===== config.mk =====
export PLATFORM = sky130hd
export DESIGN_NAME = frama_mul
export DESIGN_NICKNAME = d
export VERILOG_FILES = /design/src/design/frama_mul.sv
export SDC_FILE = /design/constraint.sdc
export NUM_CORES = 2
export LEC_CHECK = 0
export CORE_MARGIN = 1.5
export CORE_UTILIZATION = 35
export CTS_BUF_LIST = sky130_fd_sc_hd__clkbuf_4 sky130_fd_sc_hd__clkbuf_8
export DETAILED_ROUTE_END_ITERATION = 8
export DONT_BUFFER_PORTS = 1
export PLACE_DENSITY = 0.47
export SYNTH_ARGS = -nofsm -noshare
export SYNTH_HDL_FRONTEND = slang
export SYNTH_SLANG_ARGS = --single-unit

===== constraint.sdc =====
create_clock -name clk_i -period 10 [get_ports clk_i]
set_input_delay 0.5 -clock clk_i [delete_from_list [all_inputs] [get_ports clk_i]]
set_output_delay 0.5 -clock clk_i [all_outputs]
set_load 0.1 [all_outputs]

===== src/design/frama_mul.sv =====
// Shared signed 33x33 multiplier with a registered product.
// Depends on nothing but the clock; operands are chosen by the sequencer.
`default_nettype none
module frama_mul (
  input  wire logic               clk_i,
  input  wire logic               en_i,
  input  wire logic signed [32:0] a_i,
  input  wire logic signed [32:0] b_i,
  output logic             [63:0] p_o
);

  logic signed [65:0] prod;
  logic        [63:0] p_d, p_q;

  assign prod = a_i * b_i;
  assign p_d  = en_i ? prod[63:0] : p_q;
  assign p_o  = p_q;

  always_ff @(posedge clk_i) begin
    p_q <= p_d;
  end

endmodule
`default_nettype wire


=== Word level (Yosys, flattened, before mapping) ===
Cells that the tools add are included.

* Flip-flop bits (word level): 64
* Bits of input ports: 68
* Output and inout bits: 64
* Word-level logic and storage cells: 2

* $mul: 1

{| class="wikitable"
|+ Operator list
! cell !! number
|-
| 33-bit by 33-bit multiplier with 64-bit output || 1
|}

=== Logic depth before layout (Yosys ltp) ===
* Word-level depth: 1
* Gate-level depth with buffers: 28
* Mapped depth without buffers: 26

=== Worst setup path after synthesis ===
OpenSTA, ideal clock, no wires.

* Path type: input-to-reg
* Start point: input port a_i[32]
* End point: register p_q[63] (netlist: p_o[63]) (data pin)
* Library setup time: 0.260 ns
* Arrival: 7.641 ns
* Data required time: 9.740 ns
* Slack: 2.099 ns
* Stages on the path: 24
* Path buffers: 1
* Path through: clkbuf_1 nand2_1 inv_1 fa_1 fa_1 fa_1 inv_1 fa_1 inv_1 fa_1 fa_1 fa_1 inv_1 fa_1 inv_1 ha_1 a21o_1 a21o_1 a21oi_1 nand2_1 o31ai_1 o211ai_1 a21oi_1 xnor2_1

* Word-level cells in the longest chain between the ends: 1

{| class="wikitable"
|+ RTL lines
! what !! line !! source
|-
| from (decl) || 7 || <nowiki>input wire logic signed [32:0] a_i,</nowiki>
|-
| 33-bit by 33-bit multiplier with 64-bit output || 15 || <nowiki>assign prod = a_i * b_i;</nowiki>
|-
| net prod[63] || 12 || <nowiki>logic signed [65:0] prod;</nowiki>
|-
| to (signal assigned) || 20 || <nowiki>p_q <= p_d;</nowiki>
|-
| to (decl) || 13 || <nowiki>logic [63:0] p_d, p_q;</nowiki>
|}

The timed path passes the listed nets, and every way through them passes these cells.
A chain may end at the register's enable or synchronous reset.

=== Worst setup path in the final report ===
Ends and elaborated chain as after synthesis.

==> results.toml <==
[run_status]
status = "completed"

[drt]
finalWirelength_um = 118400
vias_per_cell = 4.817
drc = 0
postRouteAntennaNets = 0
vias = 26560
wl_per_cell_um = 21.46
drtIter0Drc = 1101
dr.pass1.iters = 5

[yosys]
netlist.area_leader.share = 0.5605
synth-seq-area-share = 0.04783
ys_seq_elements = 64
ys_warn_count = 0
synth.avg_cell_area_sq_um = 9.552
synth_nets = 5612
synthFlopType = "edfxtp_1"
async_reset_ff_frac = 0
synthCells = 4207
synth_edf_count = 64
synth_area_sq_mm = 0.04018
ys_types = 57
synth_top_area_cell = "fa_1"
synthTopCellsByArea = "fa_1 (56%), inv_1 (10%), and2_1 (8.5%), ha_1 (6.6%), nand2_1 (5.1%)"

[place]
dp_hpwl_um = 96510
gp_congestion = 0.8630
io_buffers = 0
placed_cells = 5499

[critical_path]
start_kind = "input port"
path_buf_inv = 7
path_class = "in -> reg"
endpoint_kind = "flip-flop"
crit_slowest_cell = "fa_1"
cp_common_cell = "fa_1"
slowest_delay_ps = 650
crit_arrival_ps = 8150
crit_family = "adder cells"
required_ps = 10150
crit_fanout = 32

[clocking]
cts_tree = "done"
cts_buffers = 9
root_buffer = "clkbuf_8"
cts.htree.levels = 3
clock-sinks = 64
clock_path_buffers = 2
cts_hold_buf = 0
cts.clk_slew.worst_paths_ps = 100
postCtsSetupBuffers = 0
cts_resized = 0

[run]
maxCapViolations = 0

[global_routing]
grt_max_degree = 65
grt_pass1_vias = 30510
antenna_found_initial = 2
grt_pass1_wl_um = 185400
grt_util_all_layers = 0.2109
gr-total-overflow = 0

[timing]
fin_crit_ps = 7998
worst_pin_slew_ps = 1038
timing.final.crit_share = 0.7998
finalSetupTns_ps = 0
hold_viol_final = 0
slew_headroom = 0.3091
rsz0062_at_grt = "false"
drv_slew = 0
finalSetupViolations = 0
max_freq_ghz = 0.1250

[finish]
largest_register_ffs = 64
layout-drive-gt1-share = 0.006495
area_delta_synth_final_pct = 3.117
final_cells = 5515
diodes = 0
fin_nets = 5403

[die]
die_height_um = 341.8
start_util = 0.3524
core_area_sq_mm = 0.1140
num_io_pins = 132
rows = 124
dieArea_sq_mm = 0.1169
die_w_um = 341.8

[min_path]
hp-class = "in -> reg"
-- metrics by stage --
stage / worst slack (ps) / area (sq um) / hold slack, ps / utilization
final: 2002 / 41440 / 217.2 / 0.3634
after global routing: 1763 / 41440 / 175.3 / 0.3634
after CTS: 2159 / 41440 / 183.1 / 0.3634
after detailed placement: 1745 / 41260 / 623.2 / 0.3618
after global placement: 1748 / 41260 / 617.0 / 0.3618
after floorplan: 2099 / 40180 / 612.5 / -
-- cell families (layout without fill, tap and decap cells) --
kind of cell / Yosys count / count (layout) / synth area share
AO/OA/AOI/OAI: 200 / 200 / 0.03201
XOR/XNOR: 76 / 76 / 0.01656
adder cells (fa/ha/maj): 1337 / 1337 / 0.6265
buffers and inverters: 1308 / 1104 / 0.1222
flip-flops: 64 / 64 / 0.04783
multiplexers: 1 / 1 / 0.0002491
AND/OR/NAND/NOR: 1221 / 1221 / 0.1547
-- cells in the mapped netlist, drive strengths merged (4+ instances only) --
master	instances
o21ai	36
xnor2	55
nand4	12
o21a	18
and3	6
nor2b	32
o21bai	7
nand2b	9
fa	1125
a211oi	9
a21oi	70
o31ai	4
o211ai	7
nand3	18
inv	1086
a31oi	6
edfxtp	64
a21o	18
and4	4
nand2	547
nor2	18
ha	212
xor2	21
nor3	12
or3	4
a21boi	4
nor4	4
clkbuf	222
and2	548
-- path summary, 6_finish.rpt --
check	startpoint	endpoint	cells after the start
setup / recovery	a_i[32]	p_o[63]	26
hold / removal	en_i	p_o[55]	0
-- placed cells by master (no fill, tap or decap), types with 3 or more instances in the layout --
cell type,Yosys,layout
a21o_1,18,18
and2_1,548,548
xor2_1,21,21
nor3_1,11,11
clkbuf_8,0,9
o21ai_0,29,29
a21boi_0,3,3
inv_1,1086,1086
fa_1,1125,1125
a31oi_1,6,6
nor4_1,4,4
o21ai_1,6,6
nand3_1,18,18
or3_1,4,4
nor2_1,18,18
xnor2_1,55,55
ha_1,212,212
o21a_1,18,18
a21oi_1,69,69
nor2b_1,32,32
and4_1,4,4
nand2b_1,9,9
a211oi_1,8,8
edfxtp_1,64,64
o211ai_1,7,7
nand4_1,12,12
inv_6,0,3
nand2_1,547,547
o21bai_1,7,7
and3_1,6,6
o31ai_1,4,4
-- layout make-up --
class                      count  area [sq um]
inverter                    1086          4076
fill                       11700         72600
clock buffer                   9         123.9
tap                         1512          1892
multi-input combinational   2835         33350
timing repair buffer           2         15.01
sequential                    64          1922
clock inverter                 7         55.05
-- routing by layer --
layer | wire [um] | share of wire | GRT usage | vias to the layer above
met2 | 66020 | 0.56 | 0.4049 | 436
li1 | - | - | - | 11560
met5 | 0 | 0 | 0 | -
met4 | 3806 | 0.032 | 0.05843 | 0
met3 | 3362 | 0.028 | 0.02072 | 126
met1 | 45180 | 0.38 | 0.2467 | 14440
Power is left out: the tool's default activity adds up to more than one toggle a clock period on the data nets, which glitch-free logic cannot reach.
