`config.mk`:
```
export PLATFORM = sky130hd
export DESIGN_NAME = frama_ram
export DESIGN_NICKNAME = d
export VERILOG_FILES = /design/src/design/frama_ram.sv
export SDC_FILE = /design/constraint.sdc
export NUM_CORES = 2
export LEC_CHECK = 0
export ABC_AREA = 0
export BUFFER_PORTS_ARGS = -buffer_cell sky130_fd_sc_hd__buf_4
export CORE_MARGIN = 8
export CORE_UTILIZATION = 40
export CTS_BUF_LIST = sky130_fd_sc_hd__clkbuf_8
export DETAILED_ROUTE_END_ITERATION = 6
export GPL_ROUTABILITY_DRIVEN = 0
export GPL_TIMING_DRIVEN = 0
export SLEW_MARGIN = 0
export SYNTH_ARGS = -nofsm -noshare
export SYNTH_HDL_FRONTEND = slang
export SYNTH_SLANG_ARGS = --single-unit
```
`constraint.sdc`:
```
create_clock -name clk_i -period 3.9 [get_ports clk_i]
set_clock_uncertainty 0.2 [all_clocks]
set_input_delay 0.78 -clock clk_i [delete_from_list [all_inputs] [get_ports clk_i]]
set_output_delay 0.78 -clock clk_i [all_outputs]
set_load 0.01 [all_outputs]
```
`src/design/frama_ram.sv`:
```
// Generic simple dual-port RAM with one write port and one registered read port.
// No dependencies.
`default_nettype none
module frama_ram #(
  parameter int unsigned Width = 32,
  parameter int unsigned Depth = 64
) (
  input  wire logic                     clk_i,
  input  wire logic                     we_i,
  input  wire logic [$clog2(Depth)-1:0] waddr_i,
  input  wire logic [Width-1:0]         wdata_i,
  input  wire logic [$clog2(Depth)-1:0] raddr_i,
  output logic      [Width-1:0]         rdata_o
);

  logic [Width-1:0] mem_q [Depth];

  always_ff @(posedge clk_i) begin
    if (we_i) begin
      mem_q[waddr_i] <= wdata_i;
    end
    rdata_o <= mem_q[raddr_i];
  end

endmodule
`default_nettype wire

```
# Word level (Yosys, flattened, before mapping)
# Memories as Yosys holds them, arrays and structs flattened. A register that Yosys moved wholly into a read port is not among the register bits.
# Index checks and enable logic that the tools add are counted.
totals:
  ff_bits: 0
  mem_bits_rw: 2048
  word_cells: 3
  mem_count: 1
mem_list:
  columns: ["name", "depth", "width", "rd", "rd_ports_with_merged_regs", "write_ports", "line", "source"]
  rows:
  - ["mem_q", 64, 32, 1, 1, 1, "16", "logic [Width-1:0] mem_q [Depth];"]
classes:
  n_mux: 2
op_table:
  columns: ["cell", "count"]
  rows:
  - ["$mux 1", 2]

# Logic depth before layout (Yosys ltp)
logic_depth:
  word_depth: 2
  mapped_depth: 10
  ltp_nobuf: 5

# Worst setup path before layout
# OpenSTA, ideal clock, no wires.
synth_timing:
  path_kind: "input to register"
  startpoint: "in waddr_i[3]"
  endpoint: "mem mem_q[48][0], enable pin"
  arrival_ps: 3479
  required_time_ps: 3239
  slack_ps: -240
  cell_stages: 4
  path_cell_list: "clkbuf_1 > nor2b_1 > nand4b_1 > nor3_1"
synth_rtl:
  columns: ["item", "line", "source"]
  rows:
  - ["from (decl)", "10", "input wire logic [$clog2(Depth)-1:0] waddr_i,"]
  - ["to (decl)", "16", null]
# Straight into the memory's write port.

==> results.sh <==
export IMPL_cts_root_buffer="clkbuf_8"
export IMPL_start_util_pct=40.27
export IMPL_cp_start_kind="primary input"
export IMPL_core_area_um2=195000
export IMPL_rows=162
export IMPL_leakage_nw=28.60
export IMPL_detailedPlace_worstSlack_ns=-2.083
export IMPL_io_pins=78
export IMPL_synth_edf_count=2048
export IMPL_period_share_pct=104.2
export IMPL_die_y_um=459.0
export IMPL_synth_mux_area_share_pct=16.79
export IMPL_yosysMostFrequentCell="edfxtp_1"
export IMPL_final_layout_size_suffix_gt1_share_pct=31.33
export IMPL_grt_overflow=0
export IMPL_die_w_um=459.0
export IMPL_yosys_cell_types_count=34
export IMPL_timing_slew_headroom_pct=-1.392
export IMPL_h_tree_depth=5
export IMPL_violations="capacitance limit, slew limit, setup timing"
export IMPL_vdd_drop_max_uv=400.3
export IMPL_syn_num_nets=3370
export IMPL_postPlaceCellArea_um2=84840
export IMPL_register_area_um2=62140
export IMPL_fin_nets=3878
export IMPL_slew_viol_final=11
export IMPL_cts_tree="yes"
export IMPL_finalHoldViolations=0
export IMPL_antenna_found_initial=12
export IMPL_yosys_warnings=0
export IMPL_hold_path_class="primary input to register"
export IMPL_cp_required_ns=4.49
export IMPL_critPathKind="primary input to register"
export IMPL_clkSlewWorstSetupHoldPaths_ns=0.06
export IMPL_cap_violations=1
export IMPL_dp_hpwl_um=155100
export IMPL_drc=0
export IMPL_synth_seq_cells=2080
export IMPL_synth_simple_area_share_pct=1.265
export IMPL_synthAdderAreaFrac_pct=0
export IMPL_cts_sinks=2080
export IMPL_synth_area_leaders="edfxtp_1, mux4_2, mux2i_1"
export IMPL_finalSetupViolations=5
export IMPL_cts_hold_buf=0
export IMPL_layout_setup_ws_ns=-0.1620
export IMPL_dr_pass1_iters=7
export IMPL_routed_wl_um=243200
export IMPL_vias=39910
export IMPL_yosys_area_share_xor_xnor_pct=0
export IMPL_netlist_area_leader_share_pct=78.33
export IMPL_syn_instance_count=3324
export IMPL_status="complete, but fails checks"
export IMPL_cts_setup_buffers=0
export IMPL_grt_first_pass_wirelength_um=328700
export IMPL_synth_common_cells="edfxtp_1, mux4_2, nor2_1"
export IMPL_area_delta_synth_final_pct=15.84
export IMPL_avgSynthCellArea_um2=23.62
export IMPL_synth_top_area_cell="edfxtp_1"
export IMPL_grt_pass1_vias=39610
export IMPL_port_buffers=69
export IMPL_end_kind="register"
export IMPL_multiInputGateArea_um2=16030
export IMPL_period_needed_ns=4.062
export IMPL_cts_buffers=344
export IMPL_cp_arrival_ns=4.65
export IMPL_fmax_ghz=0.2462
export IMPL_ant_nets=0
export IMPL_drtIter0Drc=5688
export IMPL_grt_start_max_net_pins=65
export IMPL_synth_ff_type="edfxtp_1"
export IMPL_design_die_area_um2=210700
export IMPL_grt_usage_pct=22.63
export IMPL_stdcell_area_um2=90950
export IMPL_clk_latency_ns=1.06
export IMPL_avgRoutedWirePerCell_um=36.23
export IMPL_via_per_inst=5.948
export IMPL_crit_fanout=10
export IMPL_powerDensity_nw_per_um2=491.9
export IMPL_worstMarginPinSlew_ns=1.521
export IMPL_synth_compound_area_share_pct=1.673
export IMPL_rsz0062_at_grt="false"
export IMPL_synthArstFlopShare_pct=0
export IMPL_ys_seq_area_share_pct=79.14
export IMPL_syn_area_um2=78520
export IMPL_synth_top_family_by_area="multiplexers"
export IMPL_fill_cells=15990
export IMPL_cts_path_max_buffers=4
-- placed cells by master, fill, tap and decap left out, types with 63 or more instances in the layout --
cell / netlist / routed
buf_12: 0 / 67
buf_4: 25 / 95
clkbuf_1: 74 / 66
clkbuf_8: 0 / 359
clkinv_1: 0 / 75
edfxtp_1: 2048 / 2048
inv_1: 0 / 122
mux2i_1: 93 / 93
mux4_2: 544 / 544
nor2_1: 137 / 73
nor2_4: 0 / 63
o22ai_1: 84 / 82
-- final cells by class --
type,count,area share (%)
Clock buffer,359,5.433
Sequential cell,2080,68.32
Timing Repair Buffer,162,2.804
Multi-Input combinational cell,1062,17.62
Antenna cell,8,0.02201
Tap cell,2624,3.610
Buffer,182,1.011
Clock inverter,234,1.175
-- cell families after synthesis --
family	count (synthesis)
buf+inv	182
mux	637
compound gates	202
simple gates	223
flops	2080
-- stage by stage --
step | util (%) | hold WS, ns | TNS [ns] | instances | total power (W)
floorplan | - | 0.4632 | 0 | 3324 | 0.02649
global placement | 42.22 | 0.7119 | -4656.97 | 6017 | 0.02778
detailed placement | 43.51 | 0.7010 | -62.39 | 6110 | 0.02787
CTS | 46.62 | 0.02521 | 0 | 6703 | 0.04492
global route | 46.64 | 0.06221 | 0 | 6706 | 0.04596
finish | 46.64 | 0.07736 | -0.3889 | 6711 | 0.04474
-- power by group --
part | switching (W) | total [W] | internal (W) | leakage [nW]
Combinational | 0.00175 | 0.00263 | 0.000881 | 6.37
Sequential | 0.0000514 | 0.0248 | 0.0248 | 18.7
Clock | 0.00851 | 0.0173 | 0.00880 | 3.54
-- what timing repair did --
item | 4_1_cts | 5_1_grt
resized for setup | 22 | 7
hold endpoints to repair | 0 | 0
endpoints found under the setup margin | 13 | 3
cloned | 0 | 0
-- critical path, cell delays in order --
cell	delay (ns)
buf_2	0.44
buf_2	0.46
buf_2	0.43
clkbuf_2	0.46
buf_2	0.45
mux2i_1	0.21
a21oi_2	0.50
a21oi_1	0.28
nor2_1	0.58
-- registers in the layout (all words and copies together), names as in the netlist --
signal and cells:
mem_q 2048, rdata_o 32
-- path summary, 6_finish.rpt --
path | from | end | slack [ns] | cells past startpoint
worst max-delay path | raddr_i[1] | rdata_o[10]$_DFF_P_ | -0.16 | 9
worst min-delay path | wdata_i[29] | mem_q[50][29]$_DFFE_PP_ | 0.08 | 1
worst max register to register | mem_q[47][10]$_DFFE_PP_ | rdata_o[10]$_DFF_P_ | 1.18 | 5
worst min register to register | mem_q[52][29]$_DFFE_PP_ | rdata_o[29]$_DFF_P_ | 0.71 | 5
-- per-layer routing --
metal | track usage, % | part of all wire, % | vias up
met3 | 6.432 | 11 | 578
met4 | 8.787 | 4.5 | 4
met1 | 29.86 | 37 | 21370
met2 | 35.86 | 47 | 2604
li1 | - | - | 15360
met5 | 0 | 0.011 | -
(Power assumes the default switching activity.)
