===== src/design/frama_div.sv =====
// Restoring divider, one quotient bit per cycle, for (num << 29) / den.
// The caller guarantees a quotient below 2^32; uses no package items.
`default_nettype none
module frama_div (
  input  wire logic        clk_i,
  input  wire logic        rst_ni,
  input  wire logic        start_i,
  input  wire logic [34:0] num_i,
  input  wire logic [32:0] den_i,
  output logic             done_o,
  output logic      [31:0] quo_o
);

  logic [32:0] rem_d, rem_q;
  logic [31:0] low_d, low_q, quo_d, quo_q;
  logic [4:0]  cnt_d, cnt_q;
  logic        busy_d, busy_q, done_d, done_q;
  logic [33:0] trial;
  logic [33:0] diff;
  logic        ge;

  assign trial = {rem_q, low_q[31]};
  assign ge    = trial >= {1'b0, den_i};
  assign diff  = trial - {1'b0, den_i};

  always_comb begin
    rem_d  = rem_q;
    low_d  = low_q;
    quo_d  = quo_q;
    cnt_d  = cnt_q;
    busy_d = busy_q;
    done_d = 1'b0;
    if (start_i) begin
      rem_d  = {1'b0, num_i[34:3]};
      low_d  = {num_i[2:0], 29'd0};
      cnt_d  = '0;
      busy_d = 1'b1;
    end else if (busy_q) begin
      rem_d = ge ? diff[32:0] : trial[32:0];
      low_d = {low_q[30:0], 1'b0};
      quo_d = {quo_q[30:0], ge};
      cnt_d = cnt_q + 5'd1;
      if (cnt_q == 5'd31) begin
        busy_d = 1'b0;
        done_d = 1'b1;
      end
    end
  end

  always_ff @(posedge clk_i or negedge rst_ni) begin
    if (!rst_ni) begin
      busy_q <= 1'b0;
      done_q <= 1'b0;
      cnt_q  <= '0;
    end else begin
      busy_q <= busy_d;
      done_q <= done_d;
      cnt_q  <= cnt_d;
    end
  end

  always_ff @(posedge clk_i) begin
    rem_q <= rem_d;
    low_q <= low_d;
    quo_q <= quo_d;
  end

  assign done_o = done_q;
  assign quo_o  = quo_q;

endmodule
`default_nettype wire


===== config.mk =====
export PLATFORM = sky130hd
export DESIGN_NAME = frama_div
export DESIGN_NICKNAME = d
export VERILOG_FILES = /design/src/design/frama_div.sv
export SDC_FILE = /design/constraint.sdc
export NUM_CORES = 1
export LEC_CHECK = 0
export BUFFER_PORTS_ARGS = -buffer_cell sky130_fd_sc_hd__buf_4
export CORE_MARGIN = 8
export CORE_UTILIZATION = 55
export DETAILED_ROUTE_END_ITERATION = 8
export GPL_TIMING_DRIVEN = 1
export HOLD_SLACK_MARGIN = 0.08
export PLACE_DENSITY = 0.78
export SYNTH_ARGS = -nofsm -noshare
export SYNTH_HDL_FRONTEND = slang
export SYNTH_SLANG_ARGS = --single-unit

===== constraint.sdc =====
create_clock -name clk_i -period 9.6 [get_ports clk_i]
set_clock_uncertainty 0.15 [all_clocks]
set_input_delay 0.96 -clock clk_i [delete_from_list [all_inputs] [get_ports clk_i]]
set_output_delay 0.96 -clock clk_i [all_outputs]
set_load 0.05 [all_outputs]

**Yosys cells after proc, flatten, opt, wreduce, memory -nomap -nowiden**

Cells that the tools add are included.

- $add $sub $neg: 2
- $lt $le $gt $ge: 1
- Equal/unequal tests: 1
- Muxes and demuxes: 13
- Bitwise gates (word level): 1
- Reduce and logical (&&, ||, !) cells: 2

Operator list:

| cell | count |
|---|---|
| $mux 32 | 4 |
| $ge 34x33->1 | 1 |
| $mux 33 | 1 |
| $sub 33x33->33 | 1 |
| $mux 5 | 2 |
| $mux 1 | 6 |
| $add 5x1->5 const B | 1 |
| $eq 5x5->1 const B | 1 |
| $reduce_and 2->1 | 1 |
| $reduce_bool 2->1 | 1 |
| $not 1->1 | 1 |

- Register bits: 75
- Input bits: 71
- Output and inout bits: 33
- Word-level logic and storage cells: 27

**Depth between registers and ports, before layout**

- Depth after elaboration: 4
- Mapped depth: 15
- Gate-level depth less buffers: 14

**Worst setup path before layout**

No wires, ideal clock.

- Kind: input port to flip-flop
- Start point: input port den_i[0]
- End point: register rem_q[19], data pin
- Library setup time: 0.265 ns
- Arrival: 3.534 ns
- Required time: 9.185 ns
- Setup slack: 5.650 ns
- Cell stages on the path: 14
- Path buffers: 1
- Path through: ha_1 > inv_1 > fa_1 > a211oi_2 > nor2_1 > o31ai_1 > a21oi_2 > o21ai_4 > o31ai_4 > a221oi_4 > inv_2 > buf_4 > nor3_1 > nor4_2

- Longest elaborated chain between the ends: 4
- Elaborated cells between the ends (all ways): 5
- Classes of those cells: 1 x add/sub; 1 x order compare; 3 x mux

RTL lines:

| what | line | RTL |
|---|---|---|
| start: declaration | 9 | `input wire logic [32:0] den_i,` |
| $sub 33x33->33 / $ge 34x33->1 (equally long branches) | 24, 23 |  |
| $mux 33 * | 39 | `rem_d = ge ? diff[32:0] : trial[32:0];` |
| $mux 32 * | 38 | `end else if (busy_q) begin` |
| $mux 32 * | 33 | `if (start_i) begin` |
| via rem_d[19] | 14 | `logic [32:0] rem_d, rem_q;` |
| end signal: assignment | 63 | `rem_q <= rem_d;` |
| end: declaration | 14 |  |

The timed path passes the listed nets; every way through them passes the cells marked *. The select of a mux whose other input is x is not followed.
A chain may end at the register's enable or synchronous reset.

**Worst setup path after layout**

Same ends and word-level chain as after synthesis.

==> results_dict.tcl <==
set metrics [dict create \
    regArea_um2 2210 \
    cts_hold_buf 0 \
    diodes 0 \
    timing.final.ws_setup_ns 5.03 \
    tightestPinTransition_ns 0.821 \
    async_reset_ff_share_pct 9.33 \
    critPathKind "in -> reg" \
    rsz0062_at_grt "no" \
    antenna_found_initial 0 \
    multi_input_area_um2 2520 \
    io_pins 104 \
    drtIter0Drc 303 \
    design_area_um2 6080 \
    r2r_cells 14 \
    grt_start_max_net_pins 38 \
    synth_edf_count 67 \
    placed_area_um2 5840 \
    via_per_inst 5.91 \
    avgSynthCellArea_um2 9.70 \
    syn_nets 622 \
    cts_resized 0 \
    cts_max_path_buffers 2 \
    hp-class "in -> async" \
    synth_seq_cells 75 \
    yosys-top-cells-area "edfxtp_1 (40%), ha_1 (8.8%), nand2_1 (4.1%), a21oi_1 (3.6%), dfrtp_1 (3.5%)" \
    port_buffers 103 \
    final.setup.tns_ns 0 \
    fmax_ghz 0.219 \
    pre_cts_slack_ns 4.68 \
    crit_path_end_kind "flip-flop" \
    clk-insertion-delay-late_ns 0.36 \
    setup_violations 0 \
    die_w_um 111 \
    vias 4288 \
    cts-buffers-inserted 9 \
    fin_crit_ns 4.57 \
    routed_wl_um 12700 \
    crit_required_ns 9.64 \
    cts_tree "yes" \
    dieArea_um2 12400 \
    worst_setup_path_start_kind "input pin" \
    outcome "finished, final reports clean" \
    nets 719 \
    ant_nets 0 \
    hold_viol_final 0 \
    synth_top_area_cell "edfxtp_1" \
    rows 34 \
    dr.pass1.iters 5 \
    grt_pass1_vias 4328 \
    dp_hpwl_um 9560 \
    start_util_pct 57.0 \
    htreeDepth 3 \
    fill_cells 693 \
    finalCritPeriodShare_pct 47.6 \
    synth_cells 515 \
    cts_setup_buffers 0 \
    drc 0 \
    netlist_area_um2 4990 \
    synth_top_area_share_pct 40.3 \
    power_leakage_nw 2.74 \
    finalPower_mw 1.77 \
    ys_warn_count 0 \
    cts-root-buf "clkbuf_8" \
    drive_above_1_share_pct 22.2 \
    clkTransAtPathRegs_ns 0.09 \
    irDropWorstVdd_uv 136 \
    grt_remaining_overflow 0 \
    cts.sinks 75 \
    critPathMaxStageDelay_ns 0.66 \
    path_cells "buf_4, ha_1, inv_1, fa_1, a211oi_2, nor2_1, o31ai_1, a21oi_2, o21ai_4, o31ai_4, a221oi_4, inv_2, and4_4, nor4_2" \
    place.gp.congestion 0.898 \
    cp_max_fo 26 \
    core_area_um2 8760 \
    ys.flop_type "edfxtp_1" \
    drv_slew 0 \
    ys_seq_area_share_pct 44.2 \
    power_density_nw_per_um2 291 \
    grt_pass1_wl_um 20700 \
    wl_per_cell_um 17.5 \
    track_usage_pct 19.9 \
    drv_cap 0 \
    fp.dieH_um 111 \
    slew-limit-headroom_pct 45.2 \
    crit_arrival_ns 4.61 \
    ys_types 64 \
    area_growth_pct 21.7 \
    crit_path_top_delay_cell "a221oi_4" \
]
[sequential cells by signal (all words and copies together) (netlist names)]
register and flops:
busy_q 1, cnt_q 5, done_o 1, low_q 3
quo_o 32, rem_q 33
[final cells by class]
cell class                      instances  share of cell area [%]
Clock inverter                          7                    1.89
Sequential cell                        75                    36.3
Multi-Input combinational cell        372                    41.4
Inverter                               47                    2.90
Timing Repair Buffer                  107                    13.2
Tap cell                              108                    2.22
Clock buffer                            9                    2.04
[per-stage QoR]
stage | std cells | utilization, % | hold slack [ns]
global placement | 709 | 66.6 | 0.284
floorplan | 515 | - | 0.322
global route | 725 | 69.4 | 0.259
CTS | 725 | 69.4 | 0.253
detailed placement | 709 | 66.6 | 0.291
finish | 725 | 69.4 | 0.261
[synthesized netlist by cell type, types with 2 or more instances]
cell,n
o21a_1,6
nor3_1,12
or2_2,3
mux2_2,3
nor2_1,45
nand3_1,4
a211oi_1,4
mux2i_1,7
buf_4,2
a221o_1,4
a21oi_1,36
clkbuf_1,16
or3_1,3
o211ai_1,4
a21o_1,13
o31a_1,2
and3_1,10
edfxtp_1,67
a31oi_1,18
nand2_1,54
dfrtp_1,7
nand4_1,7
o2bb2ai_1,2
o21bai_1,2
xnor2_1,19
and2_1,3
buf_2,2
o2111ai_1,2
o31ai_1,4
nor4_1,4
ha_1,35
a311oi_1,3
inv_1,46
xor2_1,8
nor2b_1,3
and4_1,2
o21ai_0,26
[cells by family (layout without fill, tap and decap cells)]
logic type | after synthesis | after routing | share of synthesized area (%)
flip-flops | 75 | 75 | 44.2
XOR/XNOR | 27 | 27 | 4.73
multiplexers | 10 | 10 | 2.08
AND/OR/NAND/NOR | 156 | 156 | 14.6
AO/OA/AOI/OAI | 143 | 143 | 19.8
buffers and inverters | 68 | 170 | 5.46
adder cells (fa/ha/maj) | 36 | 36 | 9.17
[layout by cell type (no fill, tap or decap), types with 3 or more instances in the layout]
cell and n:
xor2_1 8, o21a_1 6, or2_2 3, inv_1 46, mux2i_1 7, nand2_1 54
and3_1 10, a31oi_1 18, nor4_1 4, and2_1 3, a311oi_1 3, edfxtp_1 67
dfrtp_1 7, ha_1 35, or3_1 3, o21ai_0 26, xnor2_1 19, buf_4 107
nor2b_1 3, mux2_2 3, nand3_1 4, bufinv_16 3, nor2_1 44, a21o_1 13
clkbuf_8 9, a21oi_1 36, nor3_1 12, a221o_1 4, a211oi_1 4, o211ai_1 4
nand4_1 7, o31ai_1 4
[routing by layer]
metal	share of wire, %	global-route usage (%)	vias to the layer above
met2	47	32.8	179
met5	0	0	-
li1	-	-	2090
met3	5.7	3.68	22
met1	45	25.6	1997
met4	1.8	6.22	0
[critical path: cells and delay by family]
family	cells	cell delay, ns
AO/OA/AOI/OAI	6	1.82
AND/OR/NAND/NOR	3	0.66
adder cells (fa/ha/maj)	2	0.58
buffers and inverters	3	0.57
[worst paths after layout]
kind	startpoint	endpoint	slack (ns)
hold / removal	rst_ni	cnt_q[2]	0.26
setup reg to reg	low_q[31]	rem_q[19]	5.22
max in group asynchronous	rst_ni	busy_q	8.92
setup / recovery	den_i[0]	rem_q[19]	5.03
hold reg to reg	quo_o[17]	quo_o[18]	0.31
min in group clk_i	quo_o[17]	quo_o[18]	0.31
[where the power goes]
part	total [mW]	leakage [nW]	internal (mW)	switching [mW]
logic	0.963	1.84	0.393	0.571
clock network	0.297	0.119	0.172	0.124
registers	0.511	0.781	0.461	0.0501
total	1.77	2.74	1.03	0.745
Power figures use the tool's default switching activity.
